--- src/design/alarm_annunciator_ack_cycle_defines.svh ---
// Assertion macros for the alarm annunciator.
// Depends on nothing; included by the files that carry assertions.
`ifndef ALARM_ANNUNCIATOR_ACK_CYCLE_DEFINES_SVH
`define ALARM_ANNUNCIATOR_ACK_CYCLE_DEFINES_SVH

// Same-cycle implication, disabled during reset.
`define AAAC_ASSERT_NOW(label, clk, rst, ante, cons, msg) \
   label: assert property (@(posedge clk) disable iff (rst) (ante) |-> (cons)) \
      else $error(msg);

// Next-cycle implication, disabled during reset.
`define AAAC_ASSERT_NEXT(label, clk, rst, ante, cons, msg) \
   label: assert property (@(posedge clk) disable iff (rst) (ante) |=> (cons)) \
      else $error(msg);

`endif

--- src/design/aaac_pkg.sv ---
// Package for the alarm annunciator: state and result types, event codes,
// colour table and the pointer search. Depends on nothing.
package aaac_pkg;

   localparam int unsigned NTYPES = 9;

   localparam logic [3:0] PTR_END   = 4'd9;
   localparam logic [3:0] TYPE_NONE = 4'd8;

   localparam logic [2:0] KIND_RAISE     = 3'd0;
   localparam logic [2:0] KIND_CLEAR     = 3'd1;
   localparam logic [2:0] KIND_TICK      = 3'd2;
   localparam logic [2:0] KIND_ACK_REQ   = 3'd3;
   localparam logic [2:0] KIND_CLEAR_ALL = 3'd4;

   typedef logic [NTYPES-1:0] mask_type;

   typedef struct packed {
      mask_type   present;
      mask_type   acked;
      mask_type   active;
      logic [3:0] ptr;
      logic       ack_pending;
   } state_type;

   typedef struct packed {
      logic       clear_all;
      mask_type   remove_mask;
      logic [2:0] add_type;
      logic       add_valid;
      logic       led_blue;
      logic       led_green;
      logic       led_red;
      logic       led_valid;
   } result_type;

   // Colour of an alarm type as {red, green, blue}.
   function automatic logic [2:0] colour(input logic [3:0] t);
      logic [2:0] rgb;
      unique case (t)
         4'd0:    rgb = 3'b010;
         4'd1:    rgb = 3'b111;
         4'd2:    rgb = 3'b101;
         4'd3:    rgb = 3'b110;
         4'd4:    rgb = 3'b100;
         4'd5:    rgb = 3'b001;
         4'd6:    rgb = 3'b001;
         4'd7:    rgb = 3'b011;
         default: rgb = 3'b000;
      endcase
      return rgb;
   endfunction

   // Lowest set bit of the mask at or above start, or the end mark.
   function automatic logic [3:0] first_from(input mask_type mask, input logic [3:0] start);
      logic [3:0] found;
      found = PTR_END;
      for (int i = NTYPES - 1; i >= 0; i--) begin
         if (mask[i] && (4'(i) >= start)) begin
            found = 4'(i);
         end
      end
      return found;
   endfunction

   // One bit of a mask at a four-bit position; positions past the mask read zero.
   function automatic logic bit_at(input mask_type mask, input logic [3:0] idx);
      mask_type shifted;
      shifted = mask >> idx;
      return shifted[0];
   endfunction

endpackage

--- src/design/alarm_annunciator_ack_cycle.sv ---
// Top level of the alarm annunciator: stream ports, input and result
// registers, alarm state. Depends on aaac_pkg, aaac_step and the defines header.
//
//   Channel   Direction  Handshake            Payload
//   req       in         req_tvalid/tready    tuser: kind; tdata: alarm_type
//   rsp       out        rsp_tvalid/tready    tdata: result fields
//   csr       in         csr_valid/ready      csr_data: keep_notifying_after_ack
//
// One event beat is taken every cycle while req_tready is high; each gives exactly
// one result beat: it sits in the input register, then makes one pass through the step
// logic into the result register, which also updates the alarm state.
// Reset is synchronous and active high; it empties both registers, returns
// the alarm state to no alarms with the pointer at the end mark and clears the
// configuration bit. A stalled result holds the result register; an event
// already in the input register then waits there, and req_tready falls only
// once both registers are full.

`include "alarm_annunciator_ack_cycle_defines.svh"

module alarm_annunciator_ack_cycle (
   input  logic        clock,
   input  logic        reset,
   // Event beats.
   input  logic        req_tvalid,
   output logic        req_tready,
   input  logic [7:0]  req_tdata,   // [3:0] alarm_type, [7:4] zero
   input  logic [2:0]  req_tuser,   // [2:0] kind
   // Result beats.
   output logic        rsp_tvalid,
   input  logic        rsp_tready,
   // [0] led_valid, [1] led_red, [2] led_green, [3] led_blue,
   // [4] notice_add_valid, [7:5] notice_add_type, [16:8] notice_remove_mask,
   // [17] notice_clear_all, [23:18] zero
   output logic [23:0] rsp_tdata,
   // Configuration writes.
   input  logic        csr_valid,
   output logic        csr_ready,
   input  logic        csr_data
);
   import aaac_pkg::*;

   logic       in_valid_ff, in_valid_in;
   logic [2:0] in_kind_ff;
   logic [3:0] in_type_ff;
   logic       out_valid_ff, out_valid_in;
   result_type out_data_ff;
   state_type  state_ff, state_in;
   result_type step_res;
   logic       keep_ff;
   logic       out_free;
   logic       advance;
   logic       req_accept;

   // The result register frees up when it is empty or being taken this cycle.
   assign out_free   = !out_valid_ff || rsp_tready;
   assign advance    = in_valid_ff && out_free;
   assign req_tready = !in_valid_ff || out_free;
   assign req_accept = req_tvalid && req_tready;
   assign csr_ready  = 1'b1;

   // The step logic sees the event in the input register and the state as it
   // stands; its outcome is committed only when the event moves on.
   aaac_step u_step (
      .cur         (state_ff),
      .keep_notify (keep_ff),
      .kind        (in_kind_ff),
      .alarm_type  (in_type_ff),
      .nxt         (state_in),
      .res         (step_res)
   );

   always_comb begin
      in_valid_in  = req_accept ? 1'b1 : (advance ? 1'b0 : in_valid_ff);
      out_valid_in = advance ? 1'b1 : (rsp_tready ? 1'b0 : out_valid_ff);
   end

   always_ff @(posedge clock) begin
      if (reset) begin
         in_valid_ff          <= 1'b0;
         out_valid_ff         <= 1'b0;
         keep_ff              <= 1'b0;
         state_ff.present     <= '0;
         state_ff.acked       <= '0;
         state_ff.active      <= '0;
         state_ff.ptr         <= PTR_END;
         state_ff.ack_pending <= 1'b0;
      end else begin
         in_valid_ff  <= in_valid_in;
         out_valid_ff <= out_valid_in;
         if (csr_valid && csr_ready) begin
            keep_ff <= csr_data;
         end
         if (advance) begin
            state_ff <= state_in;
         end
      end
   end

   // Payload registers carry no reset.
   always_ff @(posedge clock) begin
      if (req_accept) begin
         in_kind_ff <= req_tuser;
         in_type_ff <= req_tdata[3:0];
      end
      if (advance) begin
         out_data_ff <= step_res;
      end
   end

   assign rsp_tvalid = out_valid_ff;
   assign rsp_tdata  = {6'd0, out_data_ff};

   // An event waiting with the result register empty always moves on.
   `AAAC_ASSERT_NEXT(a_in_moves_on, clock, reset, in_valid_ff && !out_valid_ff, out_valid_ff, "event stuck in input register")
   // Every accepted beat lands in the input register.
   `AAAC_ASSERT_NEXT(a_accept_lands, clock, reset, req_accept, in_valid_ff, "accepted beat lost")
   // Active alarms are always present and unacknowledged; acknowledged ones are present.
   `AAAC_ASSERT_NOW(a_state_consistent, clock, reset, 1'b1, ((state_ff.active & ~(state_ff.present & ~state_ff.acked)) == '0) && ((state_ff.acked & ~state_ff.present) == '0), "alarm bit sets inconsistent")

endmodule

--- src/design/aaac_step.sv ---
// Next-state and result logic of the alarm annunciator for one event.
// Depends on aaac_pkg.
module aaac_step (
   input  aaac_pkg::state_type  cur,
   input  logic                 keep_notify,
   input  logic [2:0]           kind,
   input  logic [3:0]           alarm_type,
   output aaac_pkg::state_type  nxt,
   output aaac_pkg::result_type res
);
   import aaac_pkg::*;

   always_comb begin
      mask_type   sel;
      mask_type   newly;
      mask_type   act_t;
      mask_type   act_c;
      logic [3:0] ptr_t;
      logic [3:0] p;
      logic [2:0] rgb;
      logic       acked;

      nxt   = cur;
      res   = '0;
      sel   = mask_type'(1) << alarm_type;
      newly = cur.present & ~cur.acked;
      act_t = cur.active;
      act_c = cur.active & ~sel;
      ptr_t = cur.ptr;
      p     = '0;
      rgb   = '0;
      acked = |(cur.acked & sel);

      unique case (kind)
         KIND_RAISE: begin
            if (alarm_type < TYPE_NONE) begin
               nxt.present = cur.present | sel;
               if (!acked || keep_notify) begin
                  res.add_valid = 1'b1;
                  res.add_type  = alarm_type[2:0];
               end
               if (!acked) begin
                  nxt.active = cur.active | sel;
               end
            end
         end
         KIND_CLEAR: begin
            if (alarm_type < 4'(NTYPES)) begin
               nxt.present     = cur.present & ~sel;
               nxt.acked       = cur.acked & ~sel;
               nxt.active      = act_c;
               res.remove_mask = sel;
               if ((cur.ptr == alarm_type) || (cur.ptr == PTR_END)) begin
                  nxt.ptr = first_from(act_c, 4'd0);
               end
            end
         end
         KIND_TICK: begin
            if (cur.ack_pending) begin
               nxt.acked       = cur.acked | newly;
               res.remove_mask = keep_notify ? '0 : newly;
               act_t           = cur.active & ~newly;
               ptr_t           = first_from(act_t, 4'd0);
               nxt.ack_pending = 1'b0;
            end
            nxt.active    = act_t;
            res.led_valid = 1'b1;
            if (act_t == '0) begin
               rgb     = colour(4'd0);
               nxt.ptr = ptr_t;
            end else begin
               p       = ((ptr_t < 4'(NTYPES)) && bit_at(act_t, ptr_t))
                         ? ptr_t : first_from(act_t, 4'd0);
               rgb     = colour(p);
               nxt.ptr = first_from(act_t, p + 4'd1);
            end
            res.led_red   = rgb[2];
            res.led_green = rgb[1];
            res.led_blue  = rgb[0];
         end
         KIND_ACK_REQ: begin
            nxt.ack_pending = 1'b1;
         end
         KIND_CLEAR_ALL: begin
            nxt.present   = '0;
            nxt.acked     = '0;
            nxt.active    = '0;
            nxt.ptr       = PTR_END;
            res.clear_all = 1'b1;
            res.led_valid = 1'b1;
         end
         default: begin
            // Unused event codes change nothing and give an all-zero result.
            nxt = cur;
         end
      endcase
   end

endmodule

--- config.mk ---
export PLATFORM = sky130hd
export DESIGN_NAME = alarm_annunciator_ack_cycle
export DESIGN_NICKNAME = d
export VERILOG_FILES = /design/src/design/aaac_pkg.sv /design/src/design/alarm_annunciator_ack_cycle.sv /design/src/design/aaac_step.sv
export VERILOG_INCLUDE_DIRS = /design/src /design/src/design
export SDC_FILE = /design/constraint.sdc
export NUM_CORES = 1
export LEC_CHECK = 0
export BUFFER_PORTS_ARGS = -buffer_cell sky130_fd_sc_hd__buf_2
export CAP_MARGIN = 25
export CELL_PAD_IN_SITES_DETAIL_PLACEMENT = 0
export CELL_PAD_IN_SITES_GLOBAL_PLACEMENT = 2
export CORE_UTILIZATION = 38
export CTS_CLUSTER_SIZE = 10
export DETAILED_ROUTE_END_ITERATION = 16
export GPL_TIMING_DRIVEN = 0
export HOLD_SLACK_MARGIN = 0.03
export PLACE_DENSITY = 0.93
export SYNTH_ARGS = -nofsm -noshare
export SYNTH_HDL_FRONTEND = slang
export SYNTH_SLANG_ARGS = --single-unit
export TNS_END_PERCENT = 5
--- constraint.sdc ---
create_clock -name clock -period 7.3 [get_ports clock]
set_input_delay 1.46 -clock clock [delete_from_list [all_inputs] [get_ports clock]]
set_output_delay 1.46 -clock clock [all_outputs]
set_load 0.005 [all_outputs]
==> results of run 1 <==
[flip-flops by register name, indices dropped and copies added (netlist names)]
register / count
in_type_ff: 4
state_ff: 32
rsp_tvalid: 1
keep_ff: 1
in_kind_ff: 3
in_valid_ff: 1
rsp_tdata: 18
[metrics by stage]
stage	worst slack [ns]	hold slack [ns]
after global placement	2.654	0.5009
final	2.711	0.5132
after floorplan	3.496	0.4841
after CTS	2.773	0.5107
after global routing	2.327	0.5299
after detailed placement	2.609	0.5035
[routing by layer]
| layer | up-vias | routed length [um] | share of wire, % |
|---|---|---|---|
| li1 | 2105 | - | - |
| met1 | 2189 | 6398 | 46 |
| met2 | 178 | 6250 | 45 |
| met3 | 36 | 919 | 6.6 |
| met4 | 0 | 427 | 3.1 |
| met5 | - | 0 | 0 |
[Yosys cell counts, drive strengths merged (3+ instances only)]
cell     instances  area (sq um)
nand2b          18         132.6
inv             10         37.53
edfxtp          25         750.7
a21boi           3         22.52
nor3             9         45.04
a221oi           3         38.79
a21o             5         37.54
mux2             4         45.04
a211oi           5         42.54
nand3b           3         22.52
or2              7         48.80
nor2b            9         56.30
buf             11         83.82
o211ai           4         30.03
ha               6         75.07
nand4            5         31.28
nand3           15         75.07
a31oi            3         18.77
a22oi           21         162.6
clkbuf          26         97.59
and3             5         31.28
nand2           46         172.7
xor2             5         43.79
a21oi           43         234.0
a2bb2oi         10         87.58
nor2            74         277.8
o22ai           20         125.1
and2            10         67.57
or3              4         25.02
o22a             9         78.83
dfxtp           35         700.7
o21a             8         60.06
o21ai           35         175.2
mux2i            3         30.03
[power by group through the flow]
stage	Sequential (W)	Clock, W	Combinational [W]
floorplan	0.000370	0	0.0000585
global placement	0.000370	0	0.0000877
detailed placement	0.000371	0	0.0000886
CTS	0.000364	0.000399	0.0000889
global route	0.000365	0.000411	0.0000993
finish	0.000364	0.000395	0.0000910
[path summary, 6_finish.rpt]
path	from	to	slack, ns	depth (start not counted)
min	state_ff[31]	state_ff[31]	0.51	1
max	state_ff[0]	state_ff[4]	2.71	18
max reg2reg	state_ff[0]	state_ff[4]	2.71	18
min reg2reg	state_ff[31]	state_ff[31]	0.51	1
[critical path: cells and delay by family (launching register included)]
| kind | cells | cell delay, ns |
|---|---|---|
| flip-flops | 1 | 0.30 |
| multiplexers | 1 | 0.48 |
| AND/OR/NAND/NOR | 4 | 0.49 |
| AO/OA/AOI/OAI | 7 | 1.87 |
| adder cells (fa/ha/maj) | 1 | 0.28 |
| buffers and inverters | 5 | 1.08 |
[layout make-up]
cell class	instances	share of cell area, %
multi-input cells	437	54.18
flip-flops and latches	60	29.11
clock buffers	11	5.069
plain buffers	37	3.639
well taps	140	3.513
repair buffers	32	3.212
inverters	10	0.7528
clock inverters	5	0.5270
[cells by family after synthesis]
family	count (synthesis)	synth area share [%]
AOI/OAI and AO/OA	197	32.37
muxes	7	1.725
other	2	0.1725
DFF	60	33.34
buffers and inverters	47	5.030
xor gates and xnor gates	6	1.207
and+or+nand+nor	214	24.43
adders and majority gates	6	1.725
==> results.cfg, run 1 <==
[routing]
avgRoutedWirePerCell_um = 19.12
detail_route.first_pass.iterations = 5
ant_nets = 0
detailroute.via_count = 4508
drc_violation_count_after_routing = 0
routed_wirelength_mm = 14.00
first_iter_violations = 448
via_per_inst = 6.158

[placed_design]
gp_congestion = 0.9423
detailed_place.area_sq_um = 4707
post-dp-hpwl_mm = 10.46
port_buffers = 31
placedCellCount = 716

[clock_tree]
postCtsSetupBuffers = 0
root_buffer = sky130_fd_sc_hd__clkbuf_16
cts_resized = 0
post_cts_hold_buffer_count = 0
tritoncts = built
cts_max_path_buffers = 2
numCtsBuffers = 9
clock_pin_slew_of_the_registers_on_the_worst_case_setup_and_hold_paths_ns = 0.06
clkLatencyLatePin_ns = 0.33
clkSinkCount = 60
cts-htree-levels = 3

[finish]
multi_input_comb_area_sq_um = 2701
share_of_layout_cells_above_drive_strength_1_pct = 14.70
layout_commonest_cell = sky130_fd_sc_hd__nor2_1
final_nets = 610
antenna_cells_inserted = 0
n_fill_cell = 1087
ff_latch_area_sq_um = 1451
final_cell_mix = 74 x sky130_fd_sc_hd__nor2_1, 46 x sky130_fd_sc_hd__nand2_1, 40 x sky130_fd_sc_hd__a21oi_1
syn2layout_area_growth_pct = 14.54
post-route-util_pct = 45.40
design_area_sq_um = 4986
finish.cell_count_without_fillers = 732

[sta]
finalHoldViolations = 0
finalSetupTns_ns = 0
fin_skew_ns = 0.006098
timing.fmax_mhz = 217.9
slew_viol_final = 0
max_slew_margin_pct = 42.43
final-setup-viol-count = 0
rsz0062_at_grt = no
worst_pin_slew_ns = 0.8557
timing.final.crit_period_ns = 4.589
layout_worst_path_cycle_share_pct = 62.87

[die]
floorplan.die_area_sq_um = 11890
die_width_um = 109.0
ios = 44
chipHeight_um = 109.0
initial_core_util_pct = 39.63
std_cell_rows = 38
placeableCoreArea_sq_um = 10980

[pwr]
leak_pwr_nw = 1.760
switching_share_pct = 25.44
power.clock.fraction_pct = 46.5
p_comb_share_pct = 10.7
switching_power_w = 0.0002161
vdd_drop_max_mv = 0.1361
power-per-cell-area_nw_per_um2 = 170.4
total_power_w = 0.0008497
power.sequential.fraction_pct = 42.8
intPower_w = 0.0006336

[min_path]
hold_path_class = reg2reg

[status]
status = finished, final reports clean

[worst_setup_path]
cp_cell_sequence = buf_2 > inv_2 > buf_1 > o21ai_0 > a211oi_1 > o311ai_1 > o22ai_1 > mux2i_1 > inv_1 > ha_1 > clkbuf_1 > nand2_1 > nor2_1 > o31ai_1 > nand2_1 > nand4_1 > a21oi_1 > o32a_1
cp_data_arrival_time_ns = 4.81
required_ns = 7.52
slowest_stage = sky130_fd_sc_hd__o21ai_0
path_class = reg2reg
cp_slowest_stage_delay_ns = 0.52
path_max_fanout = 10
cp-start-kind = register
end_kind = register
critical_path.most_common_cell = sky130_fd_sc_hd__nand2_1

[global_routing]
groute.usage.overall_pct = 24.57
gr-max-usage-layer = met2
antenna_found_initial = 0
groute.layer.met3.usage_pct = 4.662
gr-total-overflow = 0
grt.met2_usage_pct = 38.32
largest_net_degree_at_the_start_of_global_routing = 20
met1_demand_to_capacity_share_in_global_routing_pct = 33.11
first_global_vias = 4158
grt_pass1_wl_mm = 21.98

[yosys]
synth_edf_count = 25
ys_warn_count = 0
postSynth.asyncResetShare_pct = 0
ys_seq_elements = 60
yosys.cell_types.count = 81
synth_cells = 539
synth_sequential_area_ratio_pct = 33.34
top_reg_cell_synth = sky130_fd_sc_hd__dfxtp_1
synth.cell_area_sq_um = 4353
synth.avg_cell_area_sq_um = 8.076

[run]
cap_viol_max_count = 0
Power figures use the tool's default switching activity.
==> run 2, diff against run 1 <==
- ABC_AREA: not set -> 1
- CORE_UTILIZATION: 38 -> 33
- PLACE_DENSITY: 0.93 -> 0.88
- clock period: 7.3 -> 4.4 ns (I/O delays scaled with it)
==> results.cfg, run 2 <==
[status]
status = finished, final reports clean

[yosys]
ys_seq_elements = 60
synth_sequential_area_ratio_pct = 38.44
synth_top_area_share_pct = 19.88
synth_xor_area_share_pct = 0.9278
area_fraction_in_and_or_nand_and_nor_cells_after_synthesis_pct = 28.46
synthTopCellsByCount = 111 x sky130_fd_sc_hd__nand2_1, 65 x sky130_fd_sc_hd__a21oi_1, 63 x sky130_fd_sc_hd__inv_1
netlist_top_cells_area = sky130_fd_sc_hd__edfxtp_1 20%, sky130_fd_sc_hd__dfxtp_1 19%, sky130_fd_sc_hd__nand2_1 11%, sky130_fd_sc_hd__a21oi_1 8.6%, sky130_fd_sc_hd__inv_1 6.3%
ys_warn_count = 0
synth_compound_gate_area_share_pct = 20.31
synth_most_common_cell = sky130_fd_sc_hd__nand2_1
yosys-mux-area-fraction_pct = 0
largest_family_of_logic_cells_by_synthesized_area = simple AND/OR/NAND/NOR gates
synth.avg_cell_area_sq_um = 7.019
synth_edf_count = 25
synth_top_cell_by_area = sky130_fd_sc_hd__edfxtp_1
postSynth.asyncResetShare_pct = 0
top_reg_cell_synth = sky130_fd_sc_hd__dfxtp_1
synth.cell_area_sq_um = 3776
synth_cells = 538
yosys.area_share.adder_pct = 1.988
yosys.cell_types.count = 39

[clock_tree]
numCtsBuffers = 9
post_cts_hold_buffer_count = 0
clock_pin_slew_of_the_registers_on_the_worst_case_setup_and_hold_paths_ns = 0.05
tritoncts = built
root_buffer = sky130_fd_sc_hd__clkbuf_16
clkLatencyLatePin_ns = 0.34
clkSinkCount = 60
cts-htree-levels = 3
cts_max_path_buffers = 2
cts_resized = 0
postCtsSetupBuffers = 0

[worst_setup_path]
cp_data_arrival_time_ns = 4.17
required_ns = 4.60
cp_cell_sequence = buf_2 > inv_1 > nand2_1 > nand2_1 > inv_1 > o311ai_0 > nor2_1 > nand2_1 > nor2_1 > inv_1 > a21oi_1 > buf_2 > o21ai_0 > a21oi_1 > nor3_1
path_class = in2reg
cp_slowest_stage_delay_ns = 0.68
r2r_end = state_ff[21]
end_kind = register
regToRegSetupSlack_ns = 0.63
cp.depth = 15
crit_family = buffers and inverters
ff2ff_path_depth = 17
slowest_stage = sky130_fd_sc_hd__a21oi_1
setup.worst_path.end = state_ff[21]
path_max_fanout = 20
timing.critical_path.from = rsp_tready
timing.rr.start = in_type_ff[2]
cp-start-kind = input port
worst-path-buf-inv = 5

[pwr]
leak_pwr_nw = 1.803
vdd_drop_max_mv = 0.1895
p_comb_share_pct = 11.2
intPower_w = 0.001161
switching_share_pct = 24.90
switching_power_w = 0.0003849
power.sequential.fraction_pct = 39.4
power-per-cell-area_nw_per_um2 = 347.4
power.clock.fraction_pct = 49.4

[global_routing]
grt_pass1_wl_mm = 19.25
antenna_found_initial = 0
gr-total-overflow = 0
largest_net_degree_at_the_start_of_global_routing = 21
first_global_vias = 3623
groute.usage.overall_pct = 21.98

[die]
chipHeight_um = 109.0
placeableCoreArea_sq_um = 10980
die_width_um = 109.0
floorplan.die_area_sq_um = 11870
std_cell_rows = 38
initial_core_util_pct = 34.38
ios = 44

[min_path]
hp-start = state_ff[13]
hold_path_class = reg2reg

[finish]
share_of_layout_cells_above_drive_strength_1_pct = 14.21
ff_latch_area_sq_um = 1451
max_flop_register = state_ff
max_reg_flops = 32
layout_commonest_cell = sky130_fd_sc_hd__nand2_1
final_cell_mix = 111 x sky130_fd_sc_hd__nand2_1, 65 x sky130_fd_sc_hd__a21oi_1, 63 x sky130_fd_sc_hd__inv_1
syn2layout_area_growth_pct = 17.83
antenna_cells_inserted = 0
post-route-util_pct = 40.51
final_nets = 609
n_fill_cell = 1173
design_area_sq_um = 4449
multi_input_comb_area_sq_um = 1978

[routing]
detailroute.via_count = 3845
avgRoutedWirePerCell_um = 16.59
ant_nets = 0
routed_wirelength_mm = 12.13
detail_route.first_pass.iterations = 5
drc_violation_count_after_routing = 0
via_per_inst = 5.260
first_iter_violations = 285

[sta]
timing.final.crit_period_ns = 3.970
timing.fmax_mhz = 251.9
finalSetupTns_ns = 0
worst_pin_slew_ns = 0.8899
finalHoldViolations = 0
rsz0062_at_grt = no
slew_viol_final = 0
max_slew_margin_pct = 40.61
fin_skew_ns = 0.005493
holdWs_ns = 0.4782
final-setup-viol-count = 0
layout_worst_path_cycle_share_pct = 90.22

[placed_design]
port_buffers = 32
gp_congestion = 0.8592
post-dp-hpwl_mm = 9.146
detailed_place.area_sq_um = 4130

[run]
cap_viol_max_count = 0
## run 2: power by group through the flow
stage | Combinational (W) | Sequential (W) | Clock [W]
final | 0.000172 | 0.000610 | 0.000764
after global routing | 0.000193 | 0.000612 | 0.000798
after CTS | 0.000171 | 0.000609 | 0.000774
after detailed placement | 0.000171 | 0.000621 | 0
after global placement | 0.000171 | 0.000620 | 0
after floorplan | 0.000115 | 0.000619 | 0
## run 2: area by class of cell
cell class,instances,share of cell area (%)
clock inverter,4,1.631
buffer,18,2.137
timing repair buffer,32,3.600
inverter,72,6.074
sequential,60,32.62
clock buffer,12,5.540
tap,140,3.937
multi-input combinational,393,44.46
## run 2: cells by family (layout without fill, tap and decap cells)
family	after synthesis	count (layout)
DFF	60	60
AOI/OAI and AO/OA	135	135
buffers and inverters	90	138
and+or+nand+nor	241	241
other	2	7
xor gates and xnor gates	4	4
adders and majority gates	6	6
## run 2: worst reg2reg max path: cells and delay by family, from the launching register on
| kind | cells | cell delay [ns] |
|---|---|---|
| compound gates | 5 | 1.36 |
| buf+inv | 5 | 0.99 |
| flops | 1 | 0.47 |
| simple gates | 7 | 0.81 |
## run 2: how the worst min path moves through the flow
stage / endpoint / slack, ns / cells after the start
floorplan: state_ff[13] / 0.45 / 2
global placement: state_ff[13] / 0.47 / 2
detailed placement: state_ff[13] / 0.47 / 2
CTS: state_ff[13] / 0.48 / 2
global route: state_ff[13] / 0.51 / 2
finish: state_ff[13] / 0.48 / 2
## run 2: per-layer routing
| layer | global-route usage, % | routed length (um) | vias up |
|---|---|---|---|
| met5 | 0 | 0 | - |
| met3 | 4.363 | 644 | 27 |
| met4 | 9.653 | 307 | 0 |
| met2 | 33.33 | 5389 | 122 |
| met1 | 30.06 | 5787 | 1793 |
| li1 | - | - | 1903 |
## run 2: metrics by stage
stage | power (W) | setup WS, ns | std cells
after global routing | 0.001603 | 0.03242 | 731
final | 0.001545 | 0.4303 | 731
after CTS | 0.001555 | 0.3830 | 731
after floorplan | 0.0007340 | 1.345 | 543
after global placement | 0.0007912 | 0.08646 | 715
after detailed placement | 0.0007914 | 0.06981 | 715
